===== src/rtl/core/assert_macros.svh =====
// ---------------------------------------------------------------------------
// Assertion macros
// Concurrent assertion wrappers shared by the RTL; empty for synthesis.
// ---------------------------------------------------------------------------
`ifndef ASSERT_MACROS_SVH
`define ASSERT_MACROS_SVH

`ifndef SYNTHESIS

// Check a property on every rising clock edge outside of reset
`define ASSERT_CLK(lbl, clk, rst_n, prop, msg) \
  lbl: assert property (@(posedge clk) disable iff (!rst_n) (prop)) else $error(msg);

// Check that a condition never holds on a rising clock edge outside of reset
`define ASSERT_NEVER(lbl, clk, rst_n, cond, msg) \
  lbl: assert property (@(posedge clk) disable iff (!rst_n) !(cond)) else $error(msg);

`else

`define ASSERT_CLK(lbl, clk, rst_n, prop, msg)
`define ASSERT_NEVER(lbl, clk, rst_n, cond, msg)

`endif

`endif


===== src/rtl/core/rcdm_pkg.sv =====
// ---------------------------------------------------------------------------
// rcdm_pkg
// Types and constants of the remote command drive mixer.
// ---------------------------------------------------------------------------
package rcdm_pkg;

  // Remote command codes
  typedef enum logic [2:0] {
    CMD_STOP       = 3'd0,
    CMD_FORWARD    = 3'd1,
    CMD_REVERSE    = 3'd2,
    CMD_LEFT       = 3'd3,
    CMD_RIGHT      = 3'd4,
    CMD_SPIN_LEFT  = 3'd5,
    CMD_SPIN_RIGHT = 3'd6,
    CMD_OTHER      = 3'd7
  } cmd_t;

  // Configuration register indexes
  localparam int CFG_IDX_W = 3;
  localparam logic [CFG_IDX_W-1:0] REG_NOMINAL = 3'd0;
  localparam logic [CFG_IDX_W-1:0] REG_STEP    = 3'd1;
  localparam logic [CFG_IDX_W-1:0] REG_MIN     = 3'd2;
  localparam logic [CFG_IDX_W-1:0] REG_MAX     = 3'd3;
  localparam logic [CFG_IDX_W-1:0] REG_ROTATE  = 3'd4;

  // Widths
  localparam int SPD_W   = 8;   // register and duty width
  localparam int WHEEL_W = 9;   // stored wheel speed width
  localparam int IN_W    = 8;   // input tdata width
  localparam int RES_W   = 19;  // packed result fields
  localparam int OUT_W   = 24;  // output tdata width

  // Reset values of the registers
  localparam logic [SPD_W-1:0] NOMINAL_RST = 8'd150;
  localparam logic [SPD_W-1:0] STEP_RST    = 8'd16;
  localparam logic [SPD_W-1:0] MIN_RST     = 8'd60;
  localparam logic [SPD_W-1:0] MAX_RST     = 8'd255;
  localparam logic [SPD_W-1:0] ROTATE_RST  = 8'd120;

  // Inner wheel slows by step >> TURN_SHIFT on turns
  localparam int TURN_SHIFT = 2;

  typedef struct packed {
    logic [WHEEL_W-1:0] outer;
    logic [WHEEL_W-1:0] inner;
  } wheel_pair_t;

endpackage


===== src/rtl/core/remote_command_drive_mixer.sv =====
// ---------------------------------------------------------------------------
// remote_command_drive_mixer
// Two-wheel speed mixer driven by remote-control commands.
// ---------------------------------------------------------------------------
// One command item in gives one result item out. An accepted item sits in an
// input register, the speed update (clamp, add, turn floors, power-off) runs
// in one pass of add-and-compare logic, and the result lands in an output
// register; a new item is taken every cycle while the output side keeps up.
// The wheel speeds and the last direction command live in registers that the
// same pass updates, so consecutive items see each other's effect with no
// gap. Configuration registers may only be written while no item is in flight.
`include "assert_macros.svh"

module remote_command_drive_mixer (
  input  logic                              clk,
  input  logic                              rst_n,
  // Input stream: [2:0] command, [3] power_on, [7:4] zero
  input  logic                              in_tvalid,
  output logic                              in_tready,
  input  logic [rcdm_pkg::IN_W-1:0]         in_tdata,
  // Result stream: [7:0] left_pwm, [15:8] right_pwm, [16] left_forward,
  // [17] right_forward, [18] pause_first, [23:19] zero
  output logic                              out_tvalid,
  input  logic                              out_tready,
  output logic [rcdm_pkg::OUT_W-1:0]        out_tdata,
  // Configuration write port
  input  logic                              cfg_wr_en,
  input  logic [rcdm_pkg::CFG_IDX_W-1:0]    cfg_index,
  input  logic [rcdm_pkg::SPD_W-1:0]        cfg_wdata
);
  import rcdm_pkg::*;

  // Configuration registers
  logic [SPD_W-1:0] nominal_r, step_r, min_r, max_r, rotate_r;

  // Pipeline registers
  logic             in_v_r;
  cmd_t             cmd_r;
  logic             power_r;
  logic             out_v_r;
  logic [RES_W-1:0] res_r;

  // Drive state
  logic [WHEEL_W-1:0] left_r, right_r;
  cmd_t               last_dir_r;

  // Next-state values
  logic [WHEEL_W-1:0] left_nxt, right_nxt;
  cmd_t               last_dir_nxt;
  logic [RES_W-1:0]   res_nxt;

  logic               advance;
  logic [WHEEL_W-1:0] max_w, left_base, right_base;
  logic [WHEEL_W-1:0] add_w, restart_w;
  logic               spin, lf, rf, pause;
  logic [SPD_W-1:0]   left_duty, right_duty;
  wheel_pair_t        turn_res;

  // Outer wheel speeds up, inner wheel slows down, both with floors
  function automatic wheel_pair_t turn_f(input logic [WHEEL_W-1:0] outer,
                                         input logic [WHEEL_W-1:0] inner,
                                         input logic [SPD_W-1:0]   stp,
                                         input logic [SPD_W-1:0]   mn);
    wheel_pair_t        r;
    logic [WHEEL_W-1:0] cut;
    logic [WHEEL_W-1:0] mn_w;
    logic [WHEEL_W-1:0] stp_w;
    cut   = {{(WHEEL_W-SPD_W){1'b0}}, stp} >> TURN_SHIFT;
    mn_w  = {{(WHEEL_W-SPD_W){1'b0}}, mn};
    stp_w = {{(WHEEL_W-SPD_W){1'b0}}, stp};
    r.outer = outer + stp_w;
    if (r.outer < mn_w) begin
      r.outer = mn_w + stp_w;
    end
    if (inner < mn_w + cut) begin
      r.inner = mn_w;
    end else begin
      r.inner = inner - cut;
    end
    return r;
  endfunction

  // Duty: zero stays zero, else clamp to max and raise to min
  function automatic logic [SPD_W-1:0] duty_f(input logic [WHEEL_W-1:0] s,
                                              input logic [SPD_W-1:0]   mx,
                                              input logic [SPD_W-1:0]   mn);
    logic [SPD_W-1:0] c;
    c = (s < {1'b0, mx}) ? s[SPD_W-1:0] : mx;
    if (c == '0) begin
      return '0;
    end
    return (c > mn) ? c : mn;
  endfunction

  // Move an item from the input register to the output register
  assign advance   = in_v_r && (!out_v_r || out_tready);
  assign in_tready = !in_v_r || advance;

  // Configuration writes
  always_ff @(posedge clk) begin
    if (!rst_n) begin
      nominal_r <= NOMINAL_RST;
      step_r    <= STEP_RST;
      min_r     <= MIN_RST;
      max_r     <= MAX_RST;
      rotate_r  <= ROTATE_RST;
    end else if (cfg_wr_en) begin
      case (cfg_index)
        REG_NOMINAL: nominal_r <= cfg_wdata;
        REG_STEP:    step_r    <= cfg_wdata;
        REG_MIN:     min_r     <= cfg_wdata;
        REG_MAX:     max_r     <= cfg_wdata;
        REG_ROTATE:  rotate_r  <= cfg_wdata;
        default: ;
      endcase
    end
  end

  // Input register
  always_ff @(posedge clk) begin
    if (!rst_n) begin
      in_v_r <= 1'b0;
    end else if (in_tready) begin
      in_v_r <= in_tvalid;
    end
  end

  always_ff @(posedge clk) begin
    if (in_tvalid && in_tready) begin
      cmd_r   <= cmd_t'(in_tdata[2:0]);
      power_r <= in_tdata[3];
    end
  end

  // Speed update for the item in the input register
  always_comb begin
    max_w      = {1'b0, max_r};
    left_base  = (left_r < max_w) ? left_r : max_w;
    right_base = (right_r < max_w) ? right_r : max_w;
    if (last_dir_r == CMD_STOP) begin
      left_base  = {1'b0, nominal_r};
      right_base = {1'b0, nominal_r};
    end

    spin      = (cmd_r == CMD_SPIN_LEFT) || (cmd_r == CMD_SPIN_RIGHT);
    add_w     = {1'b0, (spin ? rotate_r : step_r)};
    restart_w = {1'b0, (spin ? rotate_r : nominal_r)};
    turn_res  = '0;

    left_nxt     = left_base;
    right_nxt    = right_base;
    last_dir_nxt = last_dir_r;
    lf           = 1'b1;
    rf           = 1'b1;
    pause        = 1'b0;

    case (cmd_r)
      CMD_FORWARD, CMD_REVERSE, CMD_SPIN_LEFT, CMD_SPIN_RIGHT: begin
        left_nxt  = left_base + add_w;
        right_nxt = right_base + add_w;
        if (last_dir_r != cmd_r) begin
          pause     = 1'b1;
          left_nxt  = restart_w;
          right_nxt = restart_w;
        end
        last_dir_nxt = cmd_r;
        lf = !((cmd_r == CMD_REVERSE) || (cmd_r == CMD_SPIN_LEFT));
        rf = !((cmd_r == CMD_REVERSE) || (cmd_r == CMD_SPIN_RIGHT));
      end
      CMD_LEFT: begin
        turn_res  = turn_f(right_base, left_base, step_r, min_r);
        right_nxt = turn_res.outer;
        left_nxt  = turn_res.inner;
      end
      CMD_RIGHT: begin
        turn_res  = turn_f(left_base, right_base, step_r, min_r);
        left_nxt  = turn_res.outer;
        right_nxt = turn_res.inner;
      end
      default: begin
        left_nxt  = '0;
        right_nxt = '0;
      end
    endcase

    // Drop both wheels when power is off
    if (!power_r) begin
      left_nxt  = '0;
      right_nxt = '0;
    end

    left_duty  = duty_f(left_nxt, max_r, min_r);
    right_duty = duty_f(right_nxt, max_r, min_r);
    res_nxt    = {pause, rf, lf, right_duty, left_duty};
  end

  // Drive state advances with each item
  always_ff @(posedge clk) begin
    if (!rst_n) begin
      left_r     <= '0;
      right_r    <= '0;
      last_dir_r <= CMD_STOP;
    end else if (advance) begin
      left_r     <= left_nxt;
      right_r    <= right_nxt;
      last_dir_r <= last_dir_nxt;
    end
  end

  // Output register: hold while the consumer stalls
  always_ff @(posedge clk) begin
    if (!rst_n) begin
      out_v_r <= 1'b0;
    end else if (advance) begin
      out_v_r <= 1'b1;
    end else if (out_tready) begin
      out_v_r <= 1'b0;
    end
  end

  always_ff @(posedge clk) begin
    if (advance) begin
      res_r <= res_nxt;
    end
  end

  assign out_tvalid = out_v_r;
  assign out_tdata  = {{(OUT_W-RES_W){1'b0}}, res_r};

  // Duty is zero or at least the minimum
  `ASSERT_CLK(a_duty_floor, clk, rst_n,
    advance |-> ((left_duty == '0 || left_duty >= min_r) &&
                 (right_duty == '0 || right_duty >= min_r)),
    "nonzero duty below minimum")
  // Power off leaves both wheels stopped
  `ASSERT_CLK(a_power_off, clk, rst_n,
    (advance && !power_r) |=> (left_r == '0 && right_r == '0),
    "wheel speed left nonzero with power off")
  // A direction command becomes the history
  `ASSERT_CLK(a_history, clk, rst_n,
    (advance && (cmd_r == CMD_FORWARD || cmd_r == CMD_REVERSE ||
                 cmd_r == CMD_SPIN_LEFT || cmd_r == CMD_SPIN_RIGHT))
      |=> (last_dir_r == $past(cmd_r)),
    "direction history not updated")
  // History holds only direction codes
  `ASSERT_NEVER(a_history_code, clk, rst_n,
    (last_dir_r == CMD_LEFT || last_dir_r == CMD_RIGHT || last_dir_r == CMD_OTHER),
    "history holds a non-direction code")
  // A pending result is not lost while stalled
  `ASSERT_CLK(a_out_hold, clk, rst_n,
    (out_v_r && !out_tready) |=> (out_v_r && $stable(res_r)),
    "pending result dropped")

endmodule

===== config.mk =====
export PLATFORM = sky130hd
export DESIGN_NAME = remote_command_drive_mixer
export DESIGN_NICKNAME = d
export VERILOG_FILES = /design/src/rtl/core/rcdm_pkg.sv /design/src/rtl/core/remote_command_drive_mixer.sv
export VERILOG_INCLUDE_DIRS = /design/src /design/src/rtl/core
export SDC_FILE = /design/constraint.sdc
export NUM_CORES = 1
export LEC_CHECK = 0
export BUFFER_PORTS_ARGS = -buffer_cell sky130_fd_sc_hd__buf_2
export CAP_MARGIN = 40
export CORE_ASPECT_RATIO = 1.2
export CORE_UTILIZATION = 33
export CTS_CLUSTER_DIAMETER = 80
export DETAILED_ROUTE_END_ITERATION = 6
export SYNTH_ARGS = -nofsm -noshare
export SYNTH_HDL_FRONTEND = slang
export SYNTH_SLANG_ARGS = --single-unit

===== constraint.sdc =====
create_clock -name clk -period 9.55 [get_ports clk]
set_input_delay 0.4775 -clock clk [delete_from_list [all_inputs] [get_ports clk]]
set_output_delay 0.4775 -clock clk [all_outputs]
set_load 0.005 [all_outputs]

Word-level counts from Yosys, hierarchy flattened
Index checks and enable logic that the tools add are counted.
Widths: inputs -> output; s select.

storage, ports and cells
  register bits after elaboration = 86
  bits of input ports = 24
  output and inout port bits = 26
  word-level logic and storage cells = 95

cells by class
  add/subtract/negate cells = 8
  order comparisons = 10
  equality and inequality tests = 11
  multiplexer cells = 29
  reduce and logical (&&, ||, !) cells = 23

operators with widths
  operator            count
  $mux 9              12
  $mux 8              10
  $lt 9x8->1          6
  $pmux 9 s3          2
  $add 9x8->9         4
  $lt 9x9->1          2
  $sub 9x6->9         2
  $gt 8x8->1          2
  $logic_not 8->1     2
  $eq 3x2->1 const B  4
  $eq 3x3->1 const B  4
  $reduce_and 2->1    6
  $add 8x6->9         1
  $add 8x8->9         1
  $eq 3x1->1 const B  2
  $logic_not 3->1     2
  $logic_or 1x1->1    5
  $mux 1              5
  $logic_not 1->1     4
  $reduce_or 4->1     1
  $ne 3x3->1          1
  $logic_and 1x1->1   2
  $reduce_bool 2->1   1

Logic depth before layout (Yosys ltp)
Gate-level depths: netlist (run 1).

  depth in word-level cells = 13
  depth in mapped cells = 47

Worst setup path after synthesis (run 1)
OpenSTA, ideal clock, no wires.

  kind = reg-to-reg
  from = register max_r[6]
  to = register res_r[13], data pin
  library setup time = 203 ps
  arrival time = 8555 ps
  path slack = 792 ps
  cell stages (with the launch flop) = 46
  clock period less this slack = 8758 ps
  cells stage by stage = dfxtp_1 > inv_1 > ha_1 > a21o_1 > a211oi_1 > o21a_1 > nand2_1 > nand2_1 > o21ai_0 > a21oi_1 > ha_1 > a21o_1 > a221oi_1 > nor2b_1 > o21ai_0 > nand2b_1 > xor2_1 > ha_1 > [10 not listed] > and4b_1 > nand2_1 > a31oi_2 > buf_4 > buf_4 > nand2_1 > o21ai_0 > ha_1 > nor2b_1 > o21a_1 > o21a_1 > o21ai_0 > nand2b_1 > a221oi_1 > a31oi_1 > clkbuf_1 > clkbuf_1 > a2111oi_1

between the ends
  word-level cells in the longest chain between the ends = 13
  elaborated cells between the ends (all ways) = 20
  those cells by class = add/sub (3); order compare (5); mux (11); reduce/logical (1)

RTL lines
  what                                                  line                                                                source
  start: declaration                                    remote_command_drive_mixer.sv:34                                    logic [SPD_W-1:0] nominal_r, step_r, min_r, max_r, rotate_r;
  start signal: assignment                              remote_command_drive_mixer.sv:112                                   REG_MAX: max_r <= cfg_wdata;
  $lt 9x8->1                                            remote_command_drive_mixer.sv:139                                   right_base = (right_r < max_w) ? right_r : max_w;
  $mux 9 (*)                                            remote_command_drive_mixer.sv:139
  $mux 9 (*)                                            remote_command_drive_mixer.sv:140                                   if (last_dir_r == CMD_STOP) begin
  $add 9x8->9                                           remote_command_drive_mixer.sv:71                                    r.outer = outer + stp_w;
  $lt 9x8->1                                            remote_command_drive_mixer.sv:72                                    if (r.outer < mn_w) begin
  $mux 9                                                remote_command_drive_mixer.sv:72
  $pmux 9 s3 (*)                                        remote_command_drive_mixer.sv:157                                   case (cmd_r)
  $mux 9 (*)                                            remote_command_drive_mixer.sv:187                                   if (!power_r) begin
  via right_nxt[2]                                      remote_command_drive_mixer.sv:48                                    logic [WHEEL_W-1:0] left_nxt, right_nxt;
  $lt 9x8->1                                            remote_command_drive_mixer.sv:88                                    c = (s < {1'b0, mx}) ? s[SPD_W-1:0] : mx;
  $mux 8 (*)                                            remote_command_drive_mixer.sv:88
  $gt 8x8->1 / $logic_not 8->1 (equally long branches)  remote_command_drive_mixer.sv:92, remote_command_drive_mixer.sv:89
  $mux 8 / $mux 1 (equally long branches)               remote_command_drive_mixer.sv:92, remote_command_drive_mixer.sv:89
  $mux 8 (*)                                            remote_command_drive_mixer.sv:92                                    return (c > mn) ? c : mn;
  end signal: assignment                                remote_command_drive_mixer.sv:223                                   res_r <= res_nxt;
  end: declaration                                      remote_command_drive_mixer.sv:41                                    logic [RES_W-1:0] res_r;

The timed path passes the listed nets; every way through them passes the cells marked *.
A chain may end at the register's enable or synchronous reset.

Worst setup path in the final report (run 1)
  from = register max_r[5]
  to = register res_r[0], data pin

between the ends
  word-level cells in the longest chain between the ends = 13
  elaborated cells between the ends (all ways) = 20
  those cells by class = add/sub (3); order compare (5); mux (11); reduce/logical (1)

RTL lines
  what                                                  line                                                                source
  $lt 9x8->1                                            remote_command_drive_mixer.sv:138                                   left_base = (left_r < max_w) ? left_r : max_w;
  $mux 9 (*)                                            remote_command_drive_mixer.sv:138
  $mux 9 (*)                                            remote_command_drive_mixer.sv:140
  $add 9x8->9                                           remote_command_drive_mixer.sv:71
  $lt 9x8->1                                            remote_command_drive_mixer.sv:72
  $mux 9                                                remote_command_drive_mixer.sv:72
  $pmux 9 s3 (*)                                        remote_command_drive_mixer.sv:157
  $mux 9 (*)                                            remote_command_drive_mixer.sv:187
  via left_nxt[2]                                       remote_command_drive_mixer.sv:48
  $lt 9x8->1                                            remote_command_drive_mixer.sv:88
  $mux 8 (*)                                            remote_command_drive_mixer.sv:88
  $gt 8x8->1 / $logic_not 8->1 (equally long branches)  remote_command_drive_mixer.sv:92, remote_command_drive_mixer.sv:89
  $mux 8 / $mux 1 (equally long branches)               remote_command_drive_mixer.sv:92, remote_command_drive_mixer.sv:89
  $mux 8 (*)                                            remote_command_drive_mixer.sv:92

Marked as above.

==> results of run 1 <==
==> cell usage in the layout (no fill, tap or decap), types with 11 or more instances in the layout <==
master,count
buf_4,65
nand2b_1,19
nand2_1,171
ha_1,140
dfxtp_1,63
o21ai_0,66
a31oi_1,16
o21a_1,21
nor2_1,75
mux2i_1,18
nand3_1,44
o211ai_1,22
a21boi_0,31
edfxtp_1,23
nor2b_1,19
a21o_1,22
inv_1,43
xor2_1,11
xnor2_1,32
a211oi_1,12
buf_2,40
a21oi_1,68
==> stage by stage <==
| step | power (µW) | util (%) | hold WS, ps |
|---|---|---|---|
| after floorplan | 794.1 | - | 440.6 |
| after detailed placement | 986.5 | 37.22 | 456.7 |
| after CTS | 1340 | 38.27 | 275.4 |
| after global routing | 1431 | 38.77 | 283.6 |
| after global placement | 978.3 | 37.11 | 454.5 |
| final | 1360 | 38.77 | 287.4 |
==> synthesized netlist by cell type (all sizes together), types with 5 or more instances <==
cell / number / area, µm²
nand2: 174 / 655.6
nor3: 11 / 60.06
ha: 140 / 1752
edfxtp: 23 / 690.7
o22ai: 10 / 68.81
and3: 10 / 62.56
mux2i: 19 / 190.2
xor2: 13 / 113.9
clkbuf: 34 / 127.6
xnor2: 32 / 280.3
fa: 8 / 160.2
nor4: 6 / 37.54
and2: 9 / 56.30
a21o: 22 / 165.2
o31a: 5 / 43.79
mux2: 9 / 101.4
o211a: 6 / 60.06
inv: 44 / 165.2
o211ai: 22 / 165.2
o21bai: 8 / 60.06
o311ai: 5 / 51.31
buf: 12 / 76.32
o21a: 21 / 157.7
nor2b: 19 / 118.9
nand3: 45 / 230.2
nand2b: 19 / 118.9
nor3b: 10 / 80.07
dfxtp: 63 / 1261
a311oi: 5 / 50.04
o21ai: 75 / 382.9
nor2: 77 / 299.0
nand4: 7 / 43.79
a31oi: 17 / 112.6
a21oi: 75 / 375.4
a21boi: 33 / 251.5
nand3b: 5 / 37.54
a211oi: 13 / 102.6
==> report_power, final <==
group / switching, µW / internal (µW)
Clock: 146 / 205
Sequential: 16.7 / 397
Combinational: 357 / 239
==> per-layer routing <==
layer,global-route usage [%],wire length [µm],vias up
met5,0,0,-
met4,16.79,2306,0
met3,4.024,1943,119
met2,40.51,15760,309
met1,29.86,14540,4321
li1,-,-,4386
==> kinds of logic after synthesis <==
kind of cell | after synthesis
buf+inv | 90
flops | 86
xor+xnor | 45
mux | 28
simple gates | 413
compound gates | 347
other cells | 1
fa+ha+maj | 148
==> state kept, by name, summed over array words and instances (netlist names) <==
signal,cells
max_r,8
in_v_r,1
right_r,9
power_r,1
out_tvalid,1
cmd_r,3
nominal_r,8
last_dir_r,3
rotate_r,8
min_r,8
left_r,9
step_r,8
res_r,19
==> worst max-delay path by stage <==
stage | from | endpoint | slack, ps
after floorplan | max_r[6] | res_r[13] | 790
after global placement | max_r[5] | res_r[0] | 440
after detailed placement | max_r[5] | res_r[0] | 390
after CTS | max_r[5] | res_r[0] | 310
after global routing | max_r[1] | res_r[0] | -50
final | max_r[5] | res_r[0] | 620
==> what timing repair did <==
item	4_1_cts	5_1_grt
buffers inserted	0	7
endpoints found under the setup margin	0	16
gates resized for setup	0	18
==> final cells by class <==
type                       count  area [µm²]
tap                          374       467.9
clock buffer                  15       289.0
fill                        2856       16740
multi-input combinational    989        7012
sequential                    86        1952
inverter                      44       168.9
timing repair buffer         106       708.2
==> key figures, run 1 <==
Clock network
  • # clock sinks: 86
  • Hold_buf cts: 0
  • Clk Latency, worst-skew pair: 370 ps
  • CTS buffer count: 9
  • Clock buffer depth: 2
  • TritonCTS clock tree: yes
  • Clock slew at the register clock pins of the worst setup and hold paths: 60 ps
  • Clock Root Buffer: clkbuf_16
  • CTS H-Tree Depth: 3

STA
  • Fin crit period: 8932 ps
  • Final setup fails: 0
  • Slew Viols, Final: 0
  • Slew headroom: 49.01%
  • Post-Route Setup TNS: 0 ps
  • Hold Vio Cnt, Final: 0
  • Period utilization: 93.53%
  • Worst slew pin tran: 763.2 ps
  • Peak Freq: 112.0 MHz
  • Clock skew: 8.677 ps
  • Min setup slack post-route: 618.0 ps

Layout
  • # diodes: 0
  • Final #Nets: 1408
  • Layout cells sized above 1: 13.47%
  • Non-Filler Instances: 1614
  • Synth-to-Final Area Change: 14.82%
  • Fin area: 0.01060 mm²

Synth
  • Main synth FF type: dfxtp_1
  • Number of flops mapped to enable cells by yosys: 23
  • Largest family of logic cells by synthesized area: compound AO/OA/AOI/OAI gates
  • Post-synthesis mux area share: 3.158%
  • Synth Area in Adders: 20.71%
  • Post-Syn Instances: 1158
  • Ys async rst share: 0%
  • Post-Synth Simple-Gate Area: 21.36%
  • Sequential share of the synthesized area: 21.15%
  • Yosys warns: 0
  • #FFs+latches synth: 86
  • Synth Area in XOR/XNOR: 4.270%
  • Compound-Gate Fraction of Synth Area: 25.31%
  • Netlist cell types: 84
  • Avg Cell Area, Syn: 7.971 µm²
  • Post-Syn Area: 0.009230 mm²

Placed design
  • DP Wirelength: 27.69 mm
  • PortBufs: 40
  • Placed cell areas: 0.01017 mm²
  • Worst slack, placed: 387.0 ps
  • Inst Count DP: 1591
  • RD Place Congestion: 1.035

Route
  • Vias per inst: 5.660
  • Total length of routed wires: 34.54 mm
  • Drt initial violations: 651
  • Via count: 9135
  • # DRC: 0
  • DRT antenna net count: 0
  • DR pass1 iterations: 5
  • Routed len/inst: 21.40 µm

Floorplanning
  • Die height: 185.2 µm
  • Row cnt: 66
  • Core ar.: 0.02733 mm²
  • Die width: 154.7 µm
  • Initial Utilization: 33.77%
  • IO Pins: 50
  • DIE AREA: 0.02865 mm²

Critical path
  • Critical Path AT: 9150 ps
  • Setup Crit Path Kind: register to register
  • Slowest CP cell: fa_1
  • Reg2reg setup slack: 620 ps
  • RR Endpoint: res_r[0]
  • CP max FO: 11
  • Largest delay contributor family on the critical path: compound AO/OA/AOI/OAI gates
  • Worst path max stage delay: 440 ps
  • Crit path depth: 42
  • Required @ worst endpoint: 9770 ps
  • Worst path buffer plus inverter count: 2
  • Crit. End Element: register
  • Crit-path most repeated cell: o21ai_0
  • Cell depth of the worst flop-to-flop path: 42
  • Startpoint types: register
  • Reg2reg start: max_r[5]

Job
  • Max_cap viols: 0

Min path
  • Hold Crit Depth: 1
  • WHS Endpoint: power_r
  • Worst hold start: in_tdata[3]
  • Worst hold path type: input pin to register

Global route
  • GRT Total Usage: 24.75%
  • Pin count of the biggest net entering global routing: 41
  • Vias in the first global route: 8806
  • Overflow left after global routing: 0
  • Global-route wire length before repair: 52.23 mm
  • Initial antenna violation count: 0

Power and ir drop
  • Pwr per Cell Area: 128.4 mW/mm²
  • LEAKAGE: 0.004695 µW
  • Maximum vdd drop: 0.09267 mV

Status
  • Status: finished, final reports clean
Power figures use the tool's default switching activity.
==> run 2, diff against run 1 <==
==> constraint.sdc (replaced) <==
create_clock -name clk -period 7.65 [get_ports clk]
set_input_delay 0.3825 -clock clk [delete_from_list [all_inputs] [get_ports clk]]
set_output_delay 0.3825 -clock clk [all_outputs]
set_load 0.005 [all_outputs]
==> key figures, run 2 (synthesis results as in run 1) <==
STA
  • Slew Viols, Final: 0 (unchanged)
  • RSZ-0062 raised after global routing: yes
  • Hold Vio Cnt, Final: 0 (unchanged)
  • Period utilization: 108.6% (+15 points)
  • Min setup slack post-route: -661.1 ps (-1279 ps)
  • Peak Freq: 120.3 MHz (+7.5%)
  • Fin crit period: 8311 ps (-620.9 ps)
  • Final setup fails: 16 (+16)
  • Post-Route Setup TNS: -6998 ps (-6998 ps)
  • Clock skew: 13.53 ps (+4.851 ps)
  • Slew headroom: 37.30% (-12 points)
  • Worst slew pin tran: 938.6 ps (+175.4 ps)

Min path
  • Worst hold path type: input pin to register
  • Worst hold start: in_tdata[2]

Status
  • Failing checks: setup timing
  • Status: complete, but fails checks

Layout
  • Synth-to-Final Area Change: 34.36%
  • Layout cells sized above 1: 29.15% (+16 points)
  • Most frequent cells in the layout: 204 x buf_4, 166 x nand2_1, 124 x ha_1
  • Most common cell after layout, fill and taps aside: buf_4
  • Reg with most FFs: res_r
  • # diodes: 0 (unchanged)
  • Max FFs per register: 19 (unchanged)
  • Final #Nets: 1560 (+11%)
  • Biggest regs: res_r (19), left_r (9), right_r (9)

Global route
  • Global-route wire length before repair: 58.25 mm (+12%)
  • Overflow left after global routing: 0 (unchanged)
  • Initial antenna violation count: 0 (unchanged)
  • GRT Total Usage: 27.63% (+2.9 points)
  • Pin count of the biggest net entering global routing: 46 (+12%)
  • Vias in the first global route: 9774 (+11%)

Floorplanning
  • Initial Utilization: 33.77% (unchanged)
  • Die height: 185.2 µm (unchanged)
  • Core ar.: 0.02733 mm² (unchanged)
  • Die width: 154.7 µm (unchanged)
  • IO Pins: 50 (unchanged)
  • Row cnt: 66 (unchanged)
  • DIE AREA: 0.02865 mm² (unchanged)

Route
  • Vias per inst: 5.692 (+0.56%)
  • Drt initial violations: 688 (+5.7%)
  • Total length of routed wires: 39.09 mm (+13%)
  • Routed len/inst: 22.12 µm (+3.4%)
  • # DRC: 0 (unchanged)
  • DRT antenna net count: 0 (unchanged)
  • DR pass1 iterations: 5 (unchanged)
  • Via count: 10060 (+10%)

Clock network
  • CTS H-Tree Depth: 3 (unchanged)
  • Hold_buf cts: 0 (unchanged)
  • Clock Root Buffer: clkbuf_16
  • CTS buffer count: 9 (unchanged)
  • # clock sinks: 86 (unchanged)
  • Clock buffer depth: 2 (unchanged)
  • Clock slew at the register clock pins of the worst setup and hold paths: 70 ps (about the same)
  • Clk Latency, worst-skew pair: 370 ps (about the same)
  • TritonCTS clock tree: yes

Critical path
  • Crit. End Element: register
  • Critical Path AT: 8400 ps (-750 ps)
  • Slowest CP cell: a221o_1
  • Reg2reg start: max_r[2]
  • Startpoint types: register
  • Crit-path most repeated cell: o21ai_1
  • CP max FO: 8 (-3)
  • Setup Crit Path Kind: register to register
  • Crit. Startpoint: max_r[2]
  • Worst path max stage delay: 430 ps (about the same)
  • Required @ worst endpoint: 7740 ps (-2030 ps)

Placed design
  • Worst slack, placed: -674.5 ps (-1062 ps)
  • RD Place Congestion: 1.106 (+6.8%)
  • PortBufs: 40 (unchanged)
  • DP Wirelength: 30.82 mm (+11%)

Job
  • Max_cap viols: 0 (unchanged)

Power and ir drop
  • Pwr per Cell Area: 158.0 mW/mm² (+23%)
  • LEAKAGE: 0.005535 µW (+18%)
  • Maximum vdd drop: 0.1104 mV (+19%)
-- run 2: critical path: cells and delay by family, from the launching register on --
family | cells | cell delay (ps)
AO/OA/AOI/OAI | 23 | 4040
adder cells (fa/ha/maj) | 5 | 1410
AND/OR/NAND/NOR | 12 | 1340
buffers and inverters | 4 | 460
flip-flops | 1 | 350
multiplexers | 1 | 250
XOR/XNOR | 1 | 160
-- run 2: final cells by class --
| type | instances | area, µm² |
|---|---|---|
| Multi-Input combinational cell | 989 | 7559 |
| Clock buffer | 9 | 225.2 |
| Sequential cell | 86 | 1962 |
| Fill cell | 2714 | 14930 |
| Inverter | 44 | 175.2 |
| Tap cell | 374 | 467.9 |
| Clock inverter | 7 | 102.6 |
| Timing Repair Buffer | 258 | 1911 |
-- run 2: layer usage --
| layer | vias to the layer above | share of wire, % | global-route usage [%] |
|---|---|---|---|
| li1 | 4697 | - | - |
| met1 | 4803 | 41 | 32.86 |
| met2 | 424 | 47 | 47.84 |
| met3 | 133 | 5.7 | 3.322 |
| met4 | 0 | 6.3 | 16.28 |
| met5 | - | 0 | 0 |
-- run 2: final timing paths --
check           endpoint  slack (ps)  cells after the start
max            res_r[15]        -660                     46
min reg2reg  rotate_r[7]         470                      2
min             cmd_r[2]         180                      1
max reg2reg    res_r[15]        -660                     46
-- run 2: what timing repair did --
item | 4_1_cts | 5_1_grt
pin swaps | 68 | 38
gates resized for setup | 78 | 32
setup endpoints to repair | 16 | 16
gates cloned | 2 | 0
buffers inserted | 21 | 11
-- run 2: report_power, final --
| group | total [µW] | internal [µW] | switching (µW) |
|---|---|---|---|
| registers | 510 | 495 | 15.7 |
| clock network | 505 | 290 | 215 |
| logic | 944 | 430 | 515 |
| total | 1960 | 1220 | 745 |
-- run 2: metrics by stage --
step	hold WS, ps	utilization [%]	power (µW)	cells	area, µm²
floorplan	440.6	-	1017	1164	9497
global placement	455.7	41.35	1331	1716	11300
detailed placement	455.7	41.43	1343	1717	11320
CTS	174.5	44.38	1914	1756	12130
global route	176.9	45.37	2050	1767	12400
finish	184.4	45.37	1960	1767	12400
==> run 3, diff against run 2 <==
--- a/config.mk
+++ b/config.mk
@@ -10,7 +10,6 @@
 export CAP_MARGIN = 40
 export CORE_ASPECT_RATIO = 1.2
 export CORE_UTILIZATION = 33
-export CTS_CLUSTER_DIAMETER = 80
 export DETAILED_ROUTE_END_ITERATION = 6
 export SYNTH_ARGS = -nofsm -noshare
 export SYNTH_HDL_FRONTEND = slang
==> constraint.sdc (replaced) <==
create_clock -name clk -period 7.65 [get_ports clk]
set_input_delay 1.1475 -clock clk [delete_from_list [all_inputs] [get_ports clk]]
set_output_delay 1.1475 -clock clk [all_outputs]
set_load 0.005 [all_outputs]
==> key figures, run 3 (synthesis results as in run 1) <==
STA
  • RSZ-0062 raised after global routing: yes
  • Worst slew pin tran: 867.8 ps (-70.77 ps)
  • Fin crit period: 8176 ps (-135.6 ps)
  • Slew Viols, Final: 0 (unchanged)
  • Final setup fails: 16 (unchanged)
  • Clock skew: 9.088 ps (-4.440 ps)
  • Hold Vio Cnt, Final: 0 (unchanged)
  • WHS: 468.6 ps (+284.2 ps)
  • Post-Route Setup TNS: -5878 ps (+1120 ps)
  • Peak Freq: 122.3 MHz (+1.7%)
  • Min setup slack post-route: -525.5 ps (+135.6 ps)
  • Period utilization: 106.9% (-1.8 points)
  • Slew headroom: 42.02% (+4.7 points)

Critical path
  • Critical Path AT: 8280 ps (-120 ps)
  • CP max FO: 6 (-2)
  • Worst path max stage delay: 350 ps (-80 ps)
  • Startpoint types: register
  • Slowest CP cell: dfxtp_2
  • Required @ worst endpoint: 7750 ps (about the same)
  • Crit. End Element: register
  • Setup Crit Path Kind: register to register

Clock network
  • Clock Root Buffer: clkbuf_16
  • TritonCTS clock tree: yes
  • # clock sinks: 86 (unchanged)
  • CTS buffer count: 9 (unchanged)
  • Clock slew at the register clock pins of the worst setup and hold paths: 60 ps (about the same)
  • CTS H-Tree Depth: 3 (unchanged)
  • Clk Latency, worst-skew pair: 370 ps (about the same)
  • Hold_buf cts: 0 (unchanged)
  • Clock buffer depth: 2 (unchanged)

Floorplanning
  • Die height: 185.2 µm (unchanged)
  • Core ar.: 0.02733 mm² (unchanged)
  • Die width: 154.7 µm (unchanged)
  • Initial Utilization: 33.77% (unchanged)
  • IO Pins: 50 (unchanged)
  • Row cnt: 66 (unchanged)
  • DIE AREA: 0.02865 mm² (unchanged)

Placed design
  • PortBufs: 40 (unchanged)
  • DP Wirelength: 29.67 mm (-3.7%)
  • RD Place Congestion: 1.017 (-8.1%)
  • Inst Count DP: 1748 (+1.8%)

Route
  • Vias per inst: 5.548 (-2.5%)
  • Via count: 9986 (-0.71%)
  • Routed len/inst: 20.60 µm (-6.9%)
  • DRT antenna net count: 0 (unchanged)
  • DR WL met3: 2.127 mm (-5.0%)
  • # DRC: 0 (unchanged)
  • Drt initial violations: 719 (+4.5%)
  • Total length of routed wires: 37.08 mm (-5.1%)
  • DR pass1 iterations: 5 (unchanged)
  • Routed length on met2: 17.67 mm (-4.5%)
  • Wl on met1: 15.06 mm (-5.3%)
  • Top Layer Used: met4

Power and ir drop
  • Maximum vdd drop: 0.1316 mV (+19%)
  • LEAKAGE: 0.005713 µW (+3.2%)
  • Pwr per Cell Area: 154.4 mW/mm² (-2.3%)

Layout
  • Biggest regs: res_r (19), left_r (9), right_r (9)
  • Filler cell count in the final layout: 2659 (-2.0%)
  • Most common cell after layout, fill and taps aside: buf_4
  • Layout cells sized above 1: 31.98% (+2.8 points)
  • Most frequent cells in the layout: 241 x buf_4, 162 x nand2_1, 124 x ha_1
  • Reg with most FFs: res_r
  • # diodes: 0 (unchanged)
  • Non-Filler Instances: 1800 (+1.9%)
  • Synth-to-Final Area Change: 37.45%
  • Max FFs per register: 19 (unchanged)
  • Final #Nets: 1593 (+2.1%)

Job
  • Max_cap viols: 0 (unchanged)

Status
  • Failing checks: setup timing
  • Status: complete, but fails checks

Global route
  • Vias in the first global route: 9593 (-1.9%)
  • Overflow left after global routing: 0 (unchanged)
  • Initial antenna violation count: 0 (unchanged)
  • GRT Total Usage: 26.13% (-1.5 points)
  • Global-route wire length before repair: 55.28 mm (-5.1%)
  • Pin count of the biggest net entering global routing: 46 (unchanged)

Min path
  • Worst hold path type: register to register
==> run 3: stage by stage <==
step / utilization [%] / power, µW / cell area [µm²] / setup WS [ps]
after floorplan: - / 1017 / 9497 / -84.16
after global placement: 42.20 / 1350 / 11540 / -686.1
after detailed placement: 42.28 / 1364 / 11560 / -826.5
after CTS: 45.10 / 1897 / 12330 / -370.6
after global routing: 46.42 / 2057 / 12690 / -828.7
final: 46.42 / 1959 / 12690 / -525.5
==> run 3: critical path: cells and delay by family, from the launching register on <==
family | cells | cell delay [ps]
AO/OA/AOI/OAI | 23 | 3820
XOR/XNOR | 1 | 170
adder cells (fa/ha/maj) | 5 | 1410
buffers and inverters | 2 | 220
flip-flops | 1 | 350
multiplexers | 1 | 350
AND/OR/NAND/NOR | 14 | 1590
==> run 3: timing repair <==
action,in CTS,in global routing
pin swaps,43,51
gates resized for setup,67,63
setup endpoints to repair,16,16
gates cloned,3,0
setup buffers,25,8
==> run 3: layer usage <==
metal | vias to the layer above | track usage [%]
li1 | 4761 | -
met1 | 4764 | 30.73
met2 | 352 | 45.59
met3 | 109 | 3.393
met4 | 0 | 15.13
met5 | - | 0
==> run 3: final cells by class <==
type / instances / area (µm²) / share of cell area, %
Multi-Input combinational cell: 989 / 7645 / 60.26
Clock buffer: 11 / 254.0 / 2.002
Sequential cell: 86 / 1963 / 15.47
Clock inverter: 5 / 57.56 / 0.4536
Inverter: 44 / 175.2 / 1.381
Timing Repair Buffer: 291 / 2125 / 16.75
Tap cell: 374 / 467.9 / 3.688
==> run 3: power by group <==
group | switching [µW] | internal (µW) | total, µW
clock network | 200 | 273 | 473
registers | 15.7 | 495 | 511
logic | 519 | 456 | 975
total | 734 | 1220 | 1960
==> run 3: worst paths after layout <==
| check | start | to | slack, ps | cells past startpoint |
|---|---|---|---|---|
| worst max-delay path | max_r[2] | res_r[15] | -530 | 46 |
| worst max register to register | max_r[2] | res_r[15] | -530 | 46 |
| worst min-delay path | min_r[6] | min_r[6] | 470 | 2 |
| worst min register to register | min_r[6] | min_r[6] | 470 | 2 |
